$ cat config.mk
export PLATFORM = sky130hd
export DESIGN_NAME = dpp_ctrl
export DESIGN_NICKNAME = d
export VERILOG_FILES = /design/src/hdl/dynamic_priority_process_picker_top_defines.svh /design/src/hdl/dpp_pkg.sv /design/src/hdl/dpp_ctrl.sv
export SDC_FILE = /design/constraint.sdc
export NUM_CORES = 1
export LEC_CHECK = 0
export ABC_AREA = 0
export BUFFER_PORTS_ARGS = -buffer_cell sky130_fd_sc_hd__clkbuf_2
export CORE_MARGIN = 1.5
export CORE_UTILIZATION = 44
export CTS_CLUSTER_SIZE = 28
export DETAILED_ROUTE_END_ITERATION = 10
export GPL_ROUTABILITY_DRIVEN = 0
export PLACE_DENSITY = 0.78
export RECOVER_POWER = 50
export SLEW_MARGIN = 5
export SYNTH_ARGS = -nofsm -noshare
export SYNTH_HDL_FRONTEND = slang
export SYNTH_SLANG_ARGS = --single-unit
$ cat constraint.sdc
create_clock -name clk_i -period 1.5 [get_ports clk_i]
set_input_delay 0 -clock clk_i [delete_from_list [all_inputs] [get_ports clk_i]]
set_output_delay 0 -clock clk_i [all_outputs]
set_load 0.005 [all_outputs]
$ cat src/hdl/dynamic_priority_process_picker_top_defines.svh
// ----------------------------------------------------------------------------
// Assertion macros for the task picker
// ----------------------------------------------------------------------------
`ifndef DYNAMIC_PRIORITY_PROCESS_PICKER_TOP_DEFINES_SVH
`define DYNAMIC_PRIORITY_PROCESS_PICKER_TOP_DEFINES_SVH
`ifndef SYNTHESIS
`define DPP_ASSERT(label, prop, msg) \
  label: assert property (@(posedge clk_i) disable iff (!rst_ni) prop) else $error(msg);
`define DPP_ASSERT_RST(label, prop, msg) \
  label: assert property (@(posedge clk_i) prop) else $error(msg);
`else
`define DPP_ASSERT(label, prop, msg)
`define DPP_ASSERT_RST(label, prop, msg)
`endif
`endif

$ cat src/hdl/dpp_pkg.sv
// ----------------------------------------------------------------------------
// dpp_pkg
// Types, codes and sizes shared by the task picker.
// ----------------------------------------------------------------------------
package dpp_pkg;
  localparam int unsigned Slots   = 64;
  localparam int unsigned SlotW   = 6;
  localparam int unsigned IdW     = 31;
  localparam int unsigned PrioW   = 7;
  localparam int unsigned CntW    = 32;

  typedef enum logic [2:0] {
    ACT_TICK = 3'd0, ACT_ADMIT = 3'd1, ACT_SETPRIO = 3'd2,
    ACT_SETSTATE = 3'd3, ACT_PICK = 3'd4
  } action_e;

  typedef enum logic [2:0] {
    MODE_UNUSED = 3'd0, MODE_SLEEPING = 3'd1, MODE_RUNNABLE = 3'd2,
    MODE_ZOMBIE = 3'd3, MODE_RUNNING = 3'd4
  } mode_e;

  typedef enum logic [3:0] {
    ST_IDLE, ST_RD, ST_WAIT, ST_VISIT, ST_DIV, ST_PICKRD, ST_PICKWAIT,
    ST_PICKWR, ST_OUT
  } state_e;

  typedef struct packed {
    logic [2:0]       action;
    logic [SlotW-1:0] slot;
    logic [IdW-1:0]   task_id;
    logic [PrioW-1:0] req_prio;
    logic [1:0]       new_state;
  } in_t;

  typedef struct packed {
    logic             found;
    logic [SlotW-1:0] chosen_slot;
    logic [IdW-1:0]   chosen_id;
    logic [PrioW-1:0] old_priority;
    logic [PrioW-1:0] dyn_priority;
  } out_t;

  // controller -> datapath
  typedef struct packed {
    logic             load;      // capture input word
    logic             rd;        // read entry at idx
    logic [SlotW-1:0] idx;
    logic             visit;     // apply action to read entry
    logic             div_start;
    logic             div_step;
    logic             pick_wr;   // commit the pick winner
    logic             clr_out;
  } cmd_t;

  // datapath -> controller
  typedef struct packed {
    logic             leave;     // set_state on a running slot
    logic             div_done;
    logic [SlotW-1:0] best;
    logic             have;
  } sts_t;
endpackage

$ cat src/hdl/dpp_ctrl.sv
// ----------------------------------------------------------------------------
// dpp_ctrl
// Sequencer: walks the slot table one entry per step.
// ----------------------------------------------------------------------------
module dpp_ctrl (
  input  logic                      clk_i,
  input  logic                      rst_ni,
  input  logic                      in_valid_i,
  output logic                      in_ready_o,
  input  logic [2:0]                action_i,
  input  logic [dpp_pkg::SlotW-1:0] slot_i,
  output logic                      out_valid_o,
  input  logic                      out_ready_i,
  input  dpp_pkg::sts_t             sts_i,
  output dpp_pkg::cmd_t             cmd_o
);
  import dpp_pkg::*;

  state_e           state_q, state_d;
  logic [SlotW:0]   cnt_q, cnt_d;
  action_e          act_q, act_d;

  always_ff @(posedge clk_i or negedge rst_ni) begin
    if (!rst_ni) begin
      state_q <= ST_IDLE;
      cnt_q   <= '0;
      act_q   <= ACT_TICK;
    end else begin
      state_q <= state_d;
      cnt_q   <= cnt_d;
      act_q   <= act_d;
    end
  end

  always_comb begin
    state_d     = state_q;
    cnt_d       = cnt_q;
    act_d       = act_q;
    cmd_o       = '0;
    cmd_o.idx   = cnt_q[SlotW-1:0];
    in_ready_o  = 1'b0;
    out_valid_o = 1'b0;
    case (state_q)
      ST_IDLE: begin
        in_ready_o = 1'b1;
        if (in_valid_i) begin
          cmd_o.load    = 1'b1;
          cmd_o.clr_out = 1'b1;
          act_d         = action_e'(action_i);
          // single-entry actions address the given slot, walks start at 0
          cnt_d         = (action_e'(action_i) inside {ACT_ADMIT, ACT_SETSTATE}) ?
                          {1'b0, slot_i} : '0;
          state_d       = ST_RD;
        end
      end
      ST_RD: begin
        cmd_o.rd = 1'b1;
        state_d  = ST_WAIT;
      end
      ST_WAIT: state_d = ST_VISIT;
      ST_VISIT: begin
        cmd_o.visit = 1'b1;
        if (act_q == ACT_ADMIT || act_q == ACT_SETSTATE) begin
          if (act_q == ACT_SETSTATE && sts_i.leave) begin
            cmd_o.div_start = 1'b1;
            cnt_d           = '0;
            state_d         = ST_DIV;
          end else begin
            state_d = ST_OUT;
          end
        end else if (act_q == ACT_TICK || act_q == ACT_SETPRIO
                     || act_q == ACT_PICK) begin
          cnt_d = cnt_q + 1'b1;
          if (cnt_q == (SlotW+1)'(Slots - 1)) begin
            state_d = (act_q == ACT_PICK) ? ST_PICKRD : ST_OUT;
          end else begin
            state_d = ST_RD;
          end
        end else begin
          state_d = ST_OUT;
        end
      end
      ST_DIV: begin
        cmd_o.div_step = 1'b1;
        if (sts_i.div_done) state_d = ST_OUT;
      end
      ST_PICKRD: begin
        cmd_o.idx = sts_i.best;
        cmd_o.rd  = sts_i.have;
        state_d   = sts_i.have ? ST_PICKWAIT : ST_OUT;
      end
      ST_PICKWAIT: begin
        cmd_o.idx = sts_i.best;
        state_d   = ST_PICKWR;
      end
      ST_PICKWR: begin
        cmd_o.idx     = sts_i.best;
        cmd_o.pick_wr = 1'b1;
        state_d       = ST_OUT;
      end
      ST_OUT: begin
        out_valid_o = 1'b1;
        if (out_ready_i) state_d = ST_IDLE;
      end
      default: state_d = ST_IDLE;
    endcase
  end
endmodule

# Word-level counts from Yosys, hierarchy flattened
# Cells that the tools add are included.
word_totals:
  regBits: 14
  input_bits: 22
  wordCells: 63
op_classes:
  addsub: 1
  n_eq_ne: 20
  mux: 27
  n_reduce_logical: 12
ops:
  columns: ["op", "count"]
  rows:
  - ["two-way mux 4 bit", 9]
  - ["one-hot mux 4 bit (9 select lines)", 1]
  - ["two-way mux 7 bit", 4]
  - ["== test 4 x 3 -> 1 bit, second input constant", 4]
  - ["one-hot mux 7 bit (2 select lines)", 1]
  - ["two-way mux 6 bit", 2]
  - ["== test 3 x 2 -> 1 bit, second input constant", 3]
  - ["== test 4 x 2 -> 1 bit, second input constant", 2]
  - ["two-way mux 1 bit", 8]
  - ["adder 7 x 1 -> 7 bit, second input constant", 1]
  - ["== test 7 x 6 -> 1 bit, second input constant", 1]
  - ["== test 3 x 1 -> 1 bit, second input constant", 2]
  - ["inequality test 2 bit, second input constant", 3]
  - ["inequality test 3 bit, second input constant", 2]
  - ["== test 4 x 1 -> 1 bit, second input constant", 1]
  - ["== test 4 bit, second input constant", 1]
  - ["logical NOT 4 bit", 1]
  - ["AND reduction 4 bit", 1]
  - ["nonzero test 2 bit", 2]
  - ["== test 3 bit, second input constant", 1]
  - ["logical NOT 3 bit", 1]
  - ["logical OR 1 bit", 3]
  - ["AND reduction 3 bit", 1]
  - ["OR reduction 3 bit", 1]
  - ["4 further kinds", 4]

# Depth between registers and ports, before layout
# Gate-level depths: netlist (run 1).
logic_depth:
  ltp_word: 6
  ltp_mapped: 7
  mapped_depth_nobuf: 5

# Worst setup path before layout (run 1)
# No wires, ideal clock.
synth_timing:
  kind: "register -> register"
  start: "reg state_q[0]"
  end: "reg cnt_q[4]"
  setup_time_ns: 0.121
  arrival_ns: 1.404
  t_required_ns: 1.379
  slack_ns: -0.025
  stages_incl_launch_ff: 6
  synth_period_minus_slack_ns: 1.525
  cell_sequence: "dfrtp_1 buf_6 nor4_4 a32o_2 a21bo_1 a22o_1"
synth_between:
  elab_chain_len: 3
  word_cells_on_any_way: 8
synth_rtl:
  columns: ["element", "line", "rtl"]
  rows:
  - ["start: declaration", "dpp_ctrl.sv:19", "state_e state_q, state_d;"]
  - ["start signal: assignment", "dpp_ctrl.sv:29", "state_q <= state_d;"]
  - ["== test 4 x 2 -> 1 bit or logical NOT 4 bit (tied branches)", "dpp_ctrl.sv:43", "case (state_q)"]
  - ["inequality test 3 bit (no line), or another cell as far along", null, null]
  - ["AND reduction 4 bit (no line)", null, null]
  - ["end signal: assignment", "dpp_ctrl.sv:30", "cnt_q <= cnt_d;"]
  - ["end: declaration", "dpp_ctrl.sv:20", "logic [SlotW:0] cnt_q, cnt_d;"]
# Several ways; a longest one is shown, not always the timed one.
# A chain may end at the register's enable or synchronous reset.

# Worst setup path in the final report (run 1)
layout_timing:
  start: "reg state_q[3]"
  end: "reg cnt_q[4]"
# Same word-level chain as after synthesis.

==> run summary, run 1 <==
For the worst flop-to-flop path, the logic depth is 6. The total wirelength of the detailed-routed design is 2860 um, and the worst endpoint required time is 1.68 ns. The met1 routed wirelength after detailed routing is 1180 um, and the largest net degree at the start of global routing is 15. For the number of distinct library cells after synthesis, the log shows 39.

The tools report the launching point of the worst reg2reg path as state_q[3]$_DFFE_PN0P_. The number of vias per cell after detailed routing is 5.63. The tools report the via count of the first global-routing pass as 1026. Of the cells placed in the final design, the portion with a size suffix greater than 1 is 54.8%. STA classifies the critical path startpoint as a flop.

Walking the worst path, the cells encountered are buf_4, nand4bb_4, inv_4, a32o_2, a21bo_1, a22o_1. The synthesis-to-layout area growth works out to 51.7%. The number of flops mapped to enable cells by yosys was 0. In the post-synthesis netlist, the biggest area contributors are dfrtp_1 35%, mux2_2 6.7%, a22o_1 4.3%. The post-layout instance count excluding filler cells is 194.

During placement, the flow inserted port buffers numbering 36. The largest individual stage delay along the critical path comes from the cell dfrtp_1. The final critical-path share of the clock period is 107%. After detailed placement, the design holds a cell count of 181. After synthesis the cells add up to 1010 um2.

After detailed routing, the met2 layer carries 1500 um of wire. In this run the biggest area consumer among cell types represents 34.7% of the synthesized area. The tools report the count of maximum capacitance violations as 0. The logs give 0 for the count of final max-slew check failures and 1.79 ns for the endpoint arrival time on the critical path. STA classifies the critical path endpoint as a flop. The checks that failed: setup timing.

The number of iterations in the first detailed-routing pass came out at 4. TritonCTS built the clock tree. For this run, design rule violations remaining after detail routing come to 0. Die extent in x: 50.9 um. The initial cell density of the core is 46.1%.

The end of the worst register-to-register path is cnt_q[4]$_DFFE_PN0P_. The path class of the lowest-slack min-delay path is input port to flop. The clock root buffer master is clkbuf_4. After synthesis the netlist holds a flip-flop and latch count of 14.

The topmost layer with routed signal wires is met4. The tools report the total number of vias as 1092. For the pin with the worst max-slew slack, the measured transition is 0.823 ns. Met3 wirelength from detailed routing: 139 um. The number of antenna diodes in the final layout is 0. The clock sink count was 14. The clock insertion delay at the later pin of the skew report is 0.29 ns, and the overall die height is 50.9 um.

The tools report the number of buffers added by the clock tree synthesis step as 3. The area of the core is 2190 um2. 37 I/O pins were placed.

The reported leakage power is 0.732 nW, and the largest driver fanout on the critical path is 5. In this run, the number of DRC markers left after iteration 0 of detailed routing was 23. The area enclosed by the die boundary is 2590 um2. The cell family contributing the most delay on the critical path was compound AO/OA/AOI/OAI gates.

The setup slack of the critical path after layout is -0.109 ns. The start point of the critical path was state_q[3]$_DFFE_PN0P_. The first global-routing pass estimated 4470 um of wire. Buffer levels on the longest clock path: 2. Measured against its own limit, the worst slew margin works out to 45.2%. In this run the power density over the cells is 1820 nW/um2. Setup violations remaining at the end of the flow were counted as 16. After layout, the minimum clock period comes to 1.61 ns.

Number of warnings reported in the yosys synthesis log: 0. The source of the worst hold timing path was slot_i[0]. The run finished, with violations left. Endpoint of the worst hold-timing path: cnt_q[0]$_DFFE_PN0P_. In this run the core area contains 17 standard-cell rows. For flop-to-flop paths, the worst setup slack is -0.11 ns. Clock-pin slew was measured on the worst setup and hold paths at 0.09 ns. The worst-case IR drop observed on VDD is 1.04 mV. The largest area contributor in the synthesized netlist is dfrtp_1. The cell depth of the worst min-delay path was 3; the longest individual stage delay on the worst path was 0.40 ns. The count of nets left with antenna violations once routing finished came out at 0. The initial antenna violation count is 0, and the mean instance size in the synthesized netlist is 9.44 um2. The critical path is of the flop to flop type.

For the post-synthesis cell count, the log shows 107. In the synthesized netlist the dominant register cell turns out to be dfrtp_1. The number of hold violations in the final report came out at 0.

At the end of the flow, the number of nets in the layout was 191. The all-layer global routing usage was 23.0%. Setup repair after global routing could not meet its margin everywhere.

The total number of H-tree levels is 1. The half-perimeter wire length of the detailed placement result was 1890 um; the sequential-to-total area share from yosys stat was 34.7%. Timing would allow up to 0.622 GHz. When the netlist entered floorplanning its net count stood at 130. The number of buffer and inverter instances along the worst setup path came out at 2. In the final routed layout, each cell accounts on average for 14.7 um.

Global routing finished with a remaining overflow of 0. For this run, asynchronously set or reset flops after synthesis account for 100%. Hold timing on the final database bottoms out at a slack of 0.0155 ns. Between clock sinks in the finished design, the worst skew comes to 0.00979 ns.
cell families (layout without fill, tap and decap cells):
logic type,count (synthesis),after routing,synth area share [%]
adder cells (fa/ha/maj),1,1,1.24
flip-flops,14,14,34.7
multiplexers,7,7,7.68
AND/OR/NAND/NOR,40,40,25.0
buffers and inverters,12,71,6.44
AO/OA/AOI/OAI,33,33,24.9
synthesized netlist by cell type (2+ instances only):
| cell type | count |
|---|---|
| a21oi_1 | 6 |
| a22o_1 | 5 |
| a32o_1 | 4 |
| and3_1 | 4 |
| buf_6 | 2 |
| dfrtp_1 | 14 |
| inv_1 | 7 |
| mux2_2 | 6 |
| nand2_1 | 8 |
| nand2b_1 | 3 |
| nand3_1 | 2 |
| nor2_1 | 10 |
| nor2b_1 | 2 |
| nor3_1 | 3 |
| nor4b_1 | 2 |
| o21ai_0 | 5 |
| o21ai_2 | 2 |
metrics by stage:
step	instance area (um2)	total power [W]	utilization, %	TNS, ns	setup WS, ns
3_3_place_gp	1290	0.00211	59.1	-0.0886	-0.0303
4_1_cts	1470	0.00262	66.9	-0.689	-0.0884
6_report	1530	0.00279	69.9	-0.865	-0.109
2_1_floorplan	1010	0.00166	-	0	0.00585
3_5_place_dp	1290	0.00216	59.1	-0.137	-0.0555
5_1_grt	1530	0.00300	69.9	-2.01	-0.171
worst max-delay path by stage:
stage | end | slack [ns] | depth (start not counted)
detailed placement | cnt_q[3]$_DFFE_PN0P_ | -0.06 | 6
global route | cnt_q[3]$_DFFE_PN0P_ | -0.17 | 7
CTS | cmd_o[5] | -0.09 | 5
floorplan | cnt_q[4]$_DFFE_PN0P_ | 0.006 | 5
finish | cnt_q[4]$_DFFE_PN0P_ | -0.11 | 6
global placement | cnt_q[4]$_DFFE_PN0P_ | -0.03 | 5
cell usage in the layout (no fill, tap or decap), types with 3 or more instances in the layout:
cell,netlist,final
dlygate4sd3_1,0,5
dfrtp_2,0,3
inv_1,7,4
a21oi_1,6,6
buf_4,1,14
and3_1,4,4
nand2_1,8,5
buf_2,1,3
o21ai_1,0,3
a32o_1,4,4
dfrtp_1,14,11
mux2_2,6,3
a22o_1,5,5
buf_6,2,4
o21ai_2,2,3
clkbuf_2,0,32
mux2_4,0,3
clkbuf_4,0,3
nor2_1,10,9
timing repair:
item,CTS,global route
endpoints found under the hold margin,18,0
pin swaps,4,10
endpoints found under the setup margin,15,21
buffers inserted,4,1
hold buffers,5,0
gates resized for setup,17,22
flip-flops by register name (all words and copies together), names as in the netlist:
signal   flops
state_q      4
act_q        3
cnt_q        7
layer usage:
layer | GRT usage, % | vias up
li1 | - | 518
met1 | 27.9 | 533
met2 | 39.8 | 37
met3 | 4.09 | 4
met4 | 9.91 | 0
met5 | 0 | -
where the power goes:
| group | switching, W | internal (W) | leakage [nW] |
|---|---|---|---|
| Sequential | 0.000235 | 0.000544 | 0.175 |
| Clock | 0.000126 | 0.0000933 | 0.0138 |
| Combinational | 0.000793 | 0.000997 | 0.543 |
| Total | 0.00115 | 0.00163 | 0.732 |
worst register-to-register path, stage by stage (launching register included):
cell	delay, ns
dfrtp_1	0.40
buf_4	0.15
nand4bb_4	0.22
inv_4	0.10
a32o_2	0.24
a21bo_1	0.22
a22o_1	0.17
layout make-up:
| class | instances | area, um2 |
|---|---|---|
| Timing Repair Buffer | 60 | 399 |
| Fill cell | 159 | 659 |
| Multi-Input combinational cell | 81 | 686 |
| Sequential cell | 14 | 354 |
| Tap cell | 28 | 35.0 |
| Clock buffer | 3 | 22.5 |
| Inverter | 8 | 35.0 |
Power figures use the tool's default switching activity.
==> inputs of run 2 (changes only) <==
Settings changed: ABC_AREA 0 to 1, CORE_UTILIZATION 44 to 45.
==> run summary, run 2 <==
Violations in the final reports: setup timing (unchanged). The number of port buffers is 36 (unchanged). The number of buffer and inverter instances along the worst setup path is 2 (unchanged), and the sum of negative setup slack is -0.00621 ns (was -0.865 ns). The tools report the clock root buffer master as clkbuf_4 (unchanged). Global-route wire length before repair: 5050 um (was 4470 um). The most used standard cell by instance count after synthesis is nand2_1 (was dfrtp_1). The number of flops mapped to enable cells by yosys was 0 (unchanged). The overall die height was 53.0 um (was 50.9 um); the synthesized flop and latch total was 14 (unchanged). Net count after synthesis: 191 (was 130).

The mean instance size in the synthesized netlist is 6.70 um2 (was 9.44 um2). The worst-path cell with the longest stage delay is dfrtp_1 (unchanged). The flow ran to the end, but the final reports show violations.

The net switching share of the total power was 50.4% (was 41.4%); the worst reg-to-reg path cell count was 7 (was 6). The total number of H-tree levels is 1 (unchanged), and the site row count is 17 (unchanged). The largest driver fanout on the critical path works out to 6 (was 5). Path class of the lowest-slack min-delay path: input port to flop (unchanged). The number of fill cells is 177 (was 159).

The endpoint of the most critical setup path is cmd_o[6] (was cnt_q[4]$_DFFE_PN0P_). The logs give 0 (unchanged) for the count of maximum capacitance violations and 1.51 ns (was 1.79 ns) for the endpoint arrival time on the critical path. The logs give 0.00152 W (was 0.00115 W) for the net switching power and 0.04 ns (was -0.11 ns) for the slack of the worst reg-to-reg path.

The tools report the buffer levels on the longest clock path as 2 (unchanged). Longest individual stage delay on the worst path: 0.40 ns (about the same). The cell family contributing the most delay on the critical path was flip-flops (was compound AO/OA/AOI/OAI gates). The via count of the first global-routing pass was 1165 (was 1026); the post-synthesis cell count was 168 (was 107). Number of buffers added by the clock tree synthesis step: 3 (unchanged). The reported leakage power came out at 0.822 nW (was 0.732 nW). The time the worst path needs with I/O delays and setup was 1.51 ns (was 1.61 ns). The launching point of the worst reg2reg path was state_q[3]$_DFFE_PN0P_ (unchanged). Clock sink count: 14 (unchanged). The clock input transition at the sequential cells of the worst setup and hold paths is 0.09 ns (about the same).

The run gives 0.00470 ns (was 0.00979 ns) as the final worst clock skew. TritonCTS built the clock tree. The run gives 245 (was 191) as the net count of the finished layout.

The highest achievable clock rate came out at 0.664 GHz (was 0.622 GHz). The tools report the fraction of power consumed by sequential logic as 23.6% (was 27.9%). Initial antenna violation count: 0 (unchanged).

Main area contributors after synthesis: dfrtp_1 31%, nand2_1 17%, nand3_1 8.0% (was dfrtp_1 35%, mux2_2 6.7%, a22o_1 4.3%). The post-layout instance count excluding filler cells was 249 (was 194). The area enclosed by the die boundary is 2810 um2 (was 2590 um2), and the residual DRC count is 0 (unchanged). Largest net degree at the start of global routing: 15 (unchanged). The most common cell after layout, fill and taps aside was nand2_1 (was clkbuf_2).

The number of distinct library cells after synthesis is 24 (was 39), and the actual slew at the worst max-slew pin is 0.812 ns (was 0.823 ns). The capturing element type of the critical path was an output port (was a flop). The clock insertion delay at the later pin of the skew report was 0.28 ns (was 0.29 ns). The count of final max-slew check failures was 0 (unchanged).

The all-layer global routing usage was 25.0% (was 23.0%). The flip-flop count of the largest register, all copies and words added was 7 (unchanged). The relative slew slack was 45.9% (was 45.2%); the number of hold violations in the final report was 0 (unchanged). The half-perimeter wire length of the detailed placement result is 2360 um (was 1890 um). The end of the worst register-to-register path was cnt_q[6]$_DFFE_PN0P_ (was cnt_q[4]$_DFFE_PN0P_). The logs give 1120 um2 (was 1010 um2) for the synthesized cell area and 9.0% (was 7.9%) for the clock network power share. The start point of the critical path was state_q[2]$_DFFE_PN0P_ (was state_q[3]$_DFFE_PN0P_). For the final number of setup-violating endpoints, the log shows 1 (was 16). The tools report the setup slack of the critical path after layout as -0.00621 ns (was -0.109 ns). Dominant register cell in the synthesized netlist: dfrtp_1 (unchanged). Series of cell instances along the critical path: inv_2, nor2_4, nand2_8, mux2_4, clkbuf_2 (was buf_4, nand4bb_4, inv_4, a32o_2, a21bo_1, a22o_1). The average detailed-routed wire length per instance is 12.7 um (was 14.7 um), and the total wirelength of the detailed-routed design is 3170 um (was 2860 um). For the violation count after the first detailed-route iteration, the log shows 50 (was 23). The die extent in x was 53.0 um (was 50.9 um).

The run gives 67.4% (was 64.2%) as the fraction of power consumed by combinational cells. Startpoint kind of the worst setup timing path: a flop (unchanged). The largest area contributor in the synthesized netlist is dfrtp_1 (unchanged).

Leading post-synthesis cells by instance count: 52 x nand2_1, 18 x nand3_1, 16 x inv_1, 16 x nor2_1, 14 x dfrtp_1 (was 14 x dfrtp_1, 10 x nor2_1, 8 x nand2_1). Share of post-route cells with drive strength above 1: 38.9% (was 54.8%). The synthesis-to-layout area growth is 39.5% (was 51.7%), and the total power divided by cell area is 1920 nW/um2 (was 1820 nW/um2). Final critical-path share of the clock period: 100% (was 107%). Setup repair after global routing could not meet its margin everywhere.

The tools report the sequential-to-total area share from yosys stat as 31.1% (was 34.7%). Commonest cells after routing, fill and taps aside: 51 x nand2_1, 33 x clkbuf_2, 18 x nand3_1 (was 32 x clkbuf_2, 14 x buf_4, 11 x dfrtp_1). The tools report the number of iterations in the first detailed-routing pass as 4 (unchanged). For the worst endpoint required time, the log shows 1.50 ns (was 1.68 ns).

The diode insertion count for antenna repair was 0 (unchanged); the maximum ir drop on the vdd rail was 1.17 mV (was 1.04 mV). The most flop-heavy register is cnt_q (unchanged). The area of the core came out at 2280 um2 (was 2190 um2). The tools report the remaining global-route overflow as 0 (unchanged). Largest registers: cnt_q: 7 flops, state_q: 4 flops, act_q: 3 flops (unchanged). The number of nets with antenna violations after routing was 0 (unchanged); the share of async-settable or async-resettable flops after synthesis was 100% (unchanged).

The initial cell density of the core came out at 49.4% (was 46.1%). Number of vias per cell after detailed routing: 5.21 (was 5.63). The total number of vias was 1298 (was 1092). The internal power consumption came out at 0.00150 W (was 0.00163 W). The top cell type's share of synthesized area is 31.1% (was 34.7%), and the number of I/O pins is 37 (unchanged). For the number of warnings reported in the yosys synthesis log, the log shows 0 (unchanged).

The total number of cells along the worst setup path was 5 (was 6); the cell count after placement was 232 (was 181). The final standard cell utilization of the core is 68.9% (was 69.9%). The critical path start-end classification was flop to output port (was flop to flop).
## run 2: timing repair
action,CTS,global route
pin swaps,3,6
setup buffers,6,3
hold buffers,4,0
endpoints found under the setup margin,8,14
hold endpoints to repair,17,0
gates resized for setup,6,18
## run 2: worst min-delay path, stage by stage
cell      delay, ns
clkbuf_2       0.08
nand2_1        0.04
nand2_1        0.06
nand2_1        0.04
nand2_1        0.05
## run 2: metrics by stage
step	setup WS [ns]	total power, W	area [um2]	hold WS [ns]
6_report	-0.00621	0.00302	1570	0.0215
5_1_grt	-0.0436	0.00326	1570	0.0256
4_1_cts	0.00446	0.00283	1500	0.0247
3_5_place_dp	0.0941	0.00239	1340	-0.0733
3_3_place_gp	0.137	0.00231	1340	-0.0729
2_1_floorplan	0.253	0.00191	1120	-0.296
## run 2: cells by family after synthesis
family / after synthesis / share of synthesized area [%]
AO/OA/AOI/OAI: 17 / 8.56
XOR/XNOR: 1 / 0.779
adder cells (fa/ha/maj): 1 / 1.11
buffers and inverters: 25 / 8.79
flip-flops: 14 / 31.1
multiplexers: 3 / 3.00
AND/OR/NAND/NOR: 107 / 46.6
## run 2: how the worst min path moves through the flow
| stage | start | endpoint | slack [ns] | depth (start not counted) |
|---|---|---|---|---|
| 2_1_floorplan | rst_ni | act_q[0]$_DFFE_PN0P_ | -0.30 | 0 |
| 3_3_place_gp | rst_ni | state_q[1]$_DFFE_PN0P_ | -0.07 | 1 |
| 3_5_place_dp | rst_ni | state_q[0]$_DFFE_PN0P_ | -0.07 | 1 |
| 4_1_cts | slot_i[5] | cnt_q[5]$_DFFE_PN0P_ | 0.02 | 5 |
| 5_1_grt | slot_i[5] | cnt_q[5]$_DFFE_PN0P_ | 0.03 | 5 |
| 6_report | slot_i[5] | cnt_q[5]$_DFFE_PN0P_ | 0.02 | 5 |
## run 2: cell type report
class / count / area, um2 / area share, %
clock buffers: 4 / 36.3 / 2.31
inverters: 23 / 88.8 / 5.66
multi-input cells: 129 / 737 / 47.0
flip-flops and latches: 14 / 354 / 22.6
well taps: 28 / 35.0 / 2.23
repair buffers: 51 / 318 / 20.3
## run 2: routing by layer
metal	GRT usage (%)	up-vias	routed length (um)
li1	-	636	-
met1	32.3	607	1320
met2	41.9	53	1620
met3	5.65	2	208
met4	6.41	0	16
met5	0	-	0
## run 2: power groups by stage
stage / clock (W) / sequential (W) / combinational (W)
4_1_cts: 0.000275 / 0.000709 / 0.00185
3_5_place_dp: 0 / 0.000713 / 0.00168
2_1_floorplan: 0 / 0.000673 / 0.00124
5_1_grt: 0.000293 / 0.000742 / 0.00222
6_report: 0.000270 / 0.000712 / 0.00204
3_3_place_gp: 0 / 0.000699 / 0.00161
==> inputs of run 3 (changes only) <==
Settings changed: CORE_UTILIZATION 45 to 54, PLACE_DENSITY 0.78 to 0.87.
Clock period 1.5 ns to 1.9 ns, I/O delays scaled along.
==> run summary, run 3 (synthesis results as in run 2) <==
Path class of the lowest-slack min-delay path: input port to flop (unchanged). The tools report the number of setup buffers added after CTS as 0 (was 6). Largest registers: cnt_q: 7 flops, state_q: 4 flops, act_q: 3 flops (unchanged). The total power divided by cell area is 1460 nW/um2 (was 1920 nW/um2). The logs give 0 (unchanged) for the number of nets with antenna violations after routing and 16 (was 17) for the site row count. The area of the core is 1960 um2 (was 2280 um2), and the largest driver fanout on the critical path is 9 (was 6). The fraction of power consumed by sequential logic is 29.0% (was 23.6%).

The tools report the worst endpoint required time as 1.90 ns (was 1.50 ns). The logs give 0 (unchanged) for the initial antenna violation count and 62.3% (was 67.4%) for the fraction of power consumed by combinational cells. The count of maximum capacitance violations came out at 0 (unchanged). The half-perimeter wire length of the detailed placement result was 2140 um (was 2360 um); the residual DRC count was 0 (unchanged). The overall die height is 48.6 um (was 53.0 um). The tools report the clock insertion delay at the later pin of the skew report as 0.29 ns (was 0.28 ns). The largest net degree at the start of global routing was 15 (unchanged); the synthesis-to-layout area growth was 22.5% (was 39.5%). The most common cell after layout, fill and taps aside is nand2_1 (unchanged).

The tools report the total wirelength of the detailed-routed design as 2730 um (was 3170 um). For the diode insertion count for antenna repair, the log shows 0 (unchanged). The total power consumption of the routed design was 0.00201 W (was 0.00302 W); the endpoint arrival time on the critical path was 1.75 ns (was 1.51 ns).

The actual slew at the worst max-slew pin came out at 0.791 ns (was 0.812 ns). The clock network power share was 8.7% (was 9.0%); the highest achievable clock rate was 0.572 GHz. The most flop-heavy register is cnt_q (unchanged).

The run gives 57.3% (was 49.4%) as the initial cell density of the core. For the violation count after the first detailed-route iteration, the log shows 41 (was 50). The worst-path cell with the longest stage delay is dfrtp_1 (unchanged). For the number of hold violations in the final report, the log shows 0 (unchanged). The all-layer global routing usage was 24.2% (was 25.0%); the clock input transition at the sequential cells of the worst setup and hold paths was 0.09 ns (about the same). The capturing element type of the critical path is an output port (unchanged).

The share of post-route cells with drive strength above 1 is 28.2% (was 38.9%). The worst path needs 1.75 ns of the cycle, external delays included. The net count of the finished layout is 234 (was 245).

Area enclosed by the die boundary: 2370 um2 (was 2810 um2). TritonCTS built the clock tree. Setup repair after global routing left no endpoint under its margin. The number of I/O pins is 37 (unchanged). Series of cell instances along the critical path: nor2_2, inv_1, nand2_2, mux2_2, clkbuf_2 (was inv_2, nor2_4, nand2_8, mux2_4, clkbuf_2).

The tools report the number of buffers added by the clock tree synthesis step as 3 (unchanged). The flip-flop count of the largest register, all copies and words added was 7 (unchanged); the via count of the first global-routing pass was 1094 (was 1165). The longest individual stage delay on the worst path works out to 0.45 ns (was 0.40 ns). Commonest cells after routing, fill and taps aside: 52 x nand2_1, 35 x clkbuf_2, 18 x inv_1, 18 x nor2_1, 18 x nand3_1 (was 51 x nand2_1, 33 x clkbuf_2, 18 x nand3_1). The number of vias per cell after detailed routing is 5.15 (was 5.21), and the total number of vias is 1216 (was 1298).

Die extent in x: 48.6 um (was 53.0 um). The final worst clock skew is 0.00593 ns (was 0.00470 ns), and the number of port buffers is 36 (unchanged). The startpoint kind of the worst setup timing path was a flop (unchanged).

For the number of iterations in the first detailed-routing pass, the log shows 5 (was 4). The net switching power was 0.00106 W (was 0.00152 W). For the clock sink count, the log shows 14 (unchanged).

Buffer levels on the longest clock path: 2 (unchanged). For the maximum ir drop on the vdd rail, the log shows 1.04 mV (was 1.17 mV). The net switching share of the total power came out at 52.7% (was 50.4%).

The clock root buffer master is clkbuf_4 (unchanged). The tools report the reported leakage power as 0.753 nW (was 0.822 nW). The remaining global-route overflow was 0 (unchanged). The logs give 1 (unchanged) for the total number of H-tree levels and 175 (was 177) for the number of fill cells.

The average detailed-routed wire length per instance works out to 11.6 um (was 12.7 um). The run gives 47.3% (was 45.9%) as the relative slew slack. Critical path start-end classification: flop to output port (unchanged).

Sum of negative setup slack: 0 ns (was -0.00621 ns). The run finished with clean final reports. The count of final max-slew check failures came out at 0 (unchanged). The final critical-path share of the clock period was 92.0%. The global-route wire length before repair was 4490 um (was 5050 um). The internal power consumption is 0.000951 W (was 0.00150 W), and the final number of setup-violating endpoints is 0 (was 1).
run 3: layout make-up:
class	instances	area [um2]	area share (%)
Clock buffer	3	22.5	1.63
Inverter	23	86.3	6.27
Multi-Input combinational cell	129	666	48.3
Sequential cell	14	350	25.4
Tap cell	27	33.8	2.45
Timing Repair Buffer	40	219	15.9
run 3: power by group through the flow:
stage                     clock network [W]  logic, W  registers (W)
after floorplan                           0  0.000977       0.000531
after global placement                    0   0.00124       0.000574
after detailed placement                  0   0.00126       0.000587
after CTS                          0.000173   0.00128       0.000582
after global routing               0.000187   0.00139       0.000602
final                              0.000176   0.00125       0.000584
run 3: worst paths after layout:
check	startpoint	endpoint	slack [ns]	cells after the start
setup / recovery	state_q[0]$_DFFE_PN0P_	cmd_o[6]	0.15	5
hold / removal	slot_i[5]	cnt_q[5]$_DFFE_PN0P_	0.01	5
setup reg to reg	state_q[3]$_DFFE_PN0P_	cnt_q[6]$_DFFE_PN0P_	0.35	9
hold reg to reg	cnt_q[6]$_DFFE_PN0P_	cnt_q[6]$_DFFE_PN0P_	0.54	2
max in group asynchronous	rst_ni	cnt_q[4]$_DFFE_PN0P_	1.11	2
min in group asynchronous	rst_ni	cnt_q[2]$_DFFE_PN0P_	0.29	2
run 3: worst max-delay path: cells and delay by family (launching register included):
family                 cells  cell delay, ns
AND/OR/NAND/NOR            2            0.39
buffers and inverters      2            0.25
flip-flops                 1            0.45
multiplexers               1            0.36
run 3: per-stage QoR:
stage / hold slack (ns) / std cells / setup slack, ns / util, % / instance area, um2
6_report: 0.0143 / 236 / 0.152 / 70.2 / 1380
5_1_grt: 0.0400 / 236 / 0.0891 / 70.2 / 1380
4_1_cts: 0.0204 / 236 / 0.212 / 70.8 / 1390
3_5_place_dp: -0.0689 / 229 / 0.465 / 67.6 / 1330
3_3_place_gp: -0.0722 / 229 / 0.505 / 67.6 / 1330
2_1_floorplan: -0.296 / 168 / 0.653 / - / 1120
run 3: repair_timing:
item | CTS | global route
hold buffers | 4 | 0
endpoints found under the hold margin | 17 | 0
resized for setup | 0 | 0
run 3: per-layer routing:
layer / vias up / global-route usage, % / wire (um)
met5: - / 0 / 0
met4: 0 / 9.52 / 39
met3: 5 / 4.63 / 166
met2: 57 / 38.4 / 1250
met1: 536 / 32.5 / 1270
li1: 618 / - / -
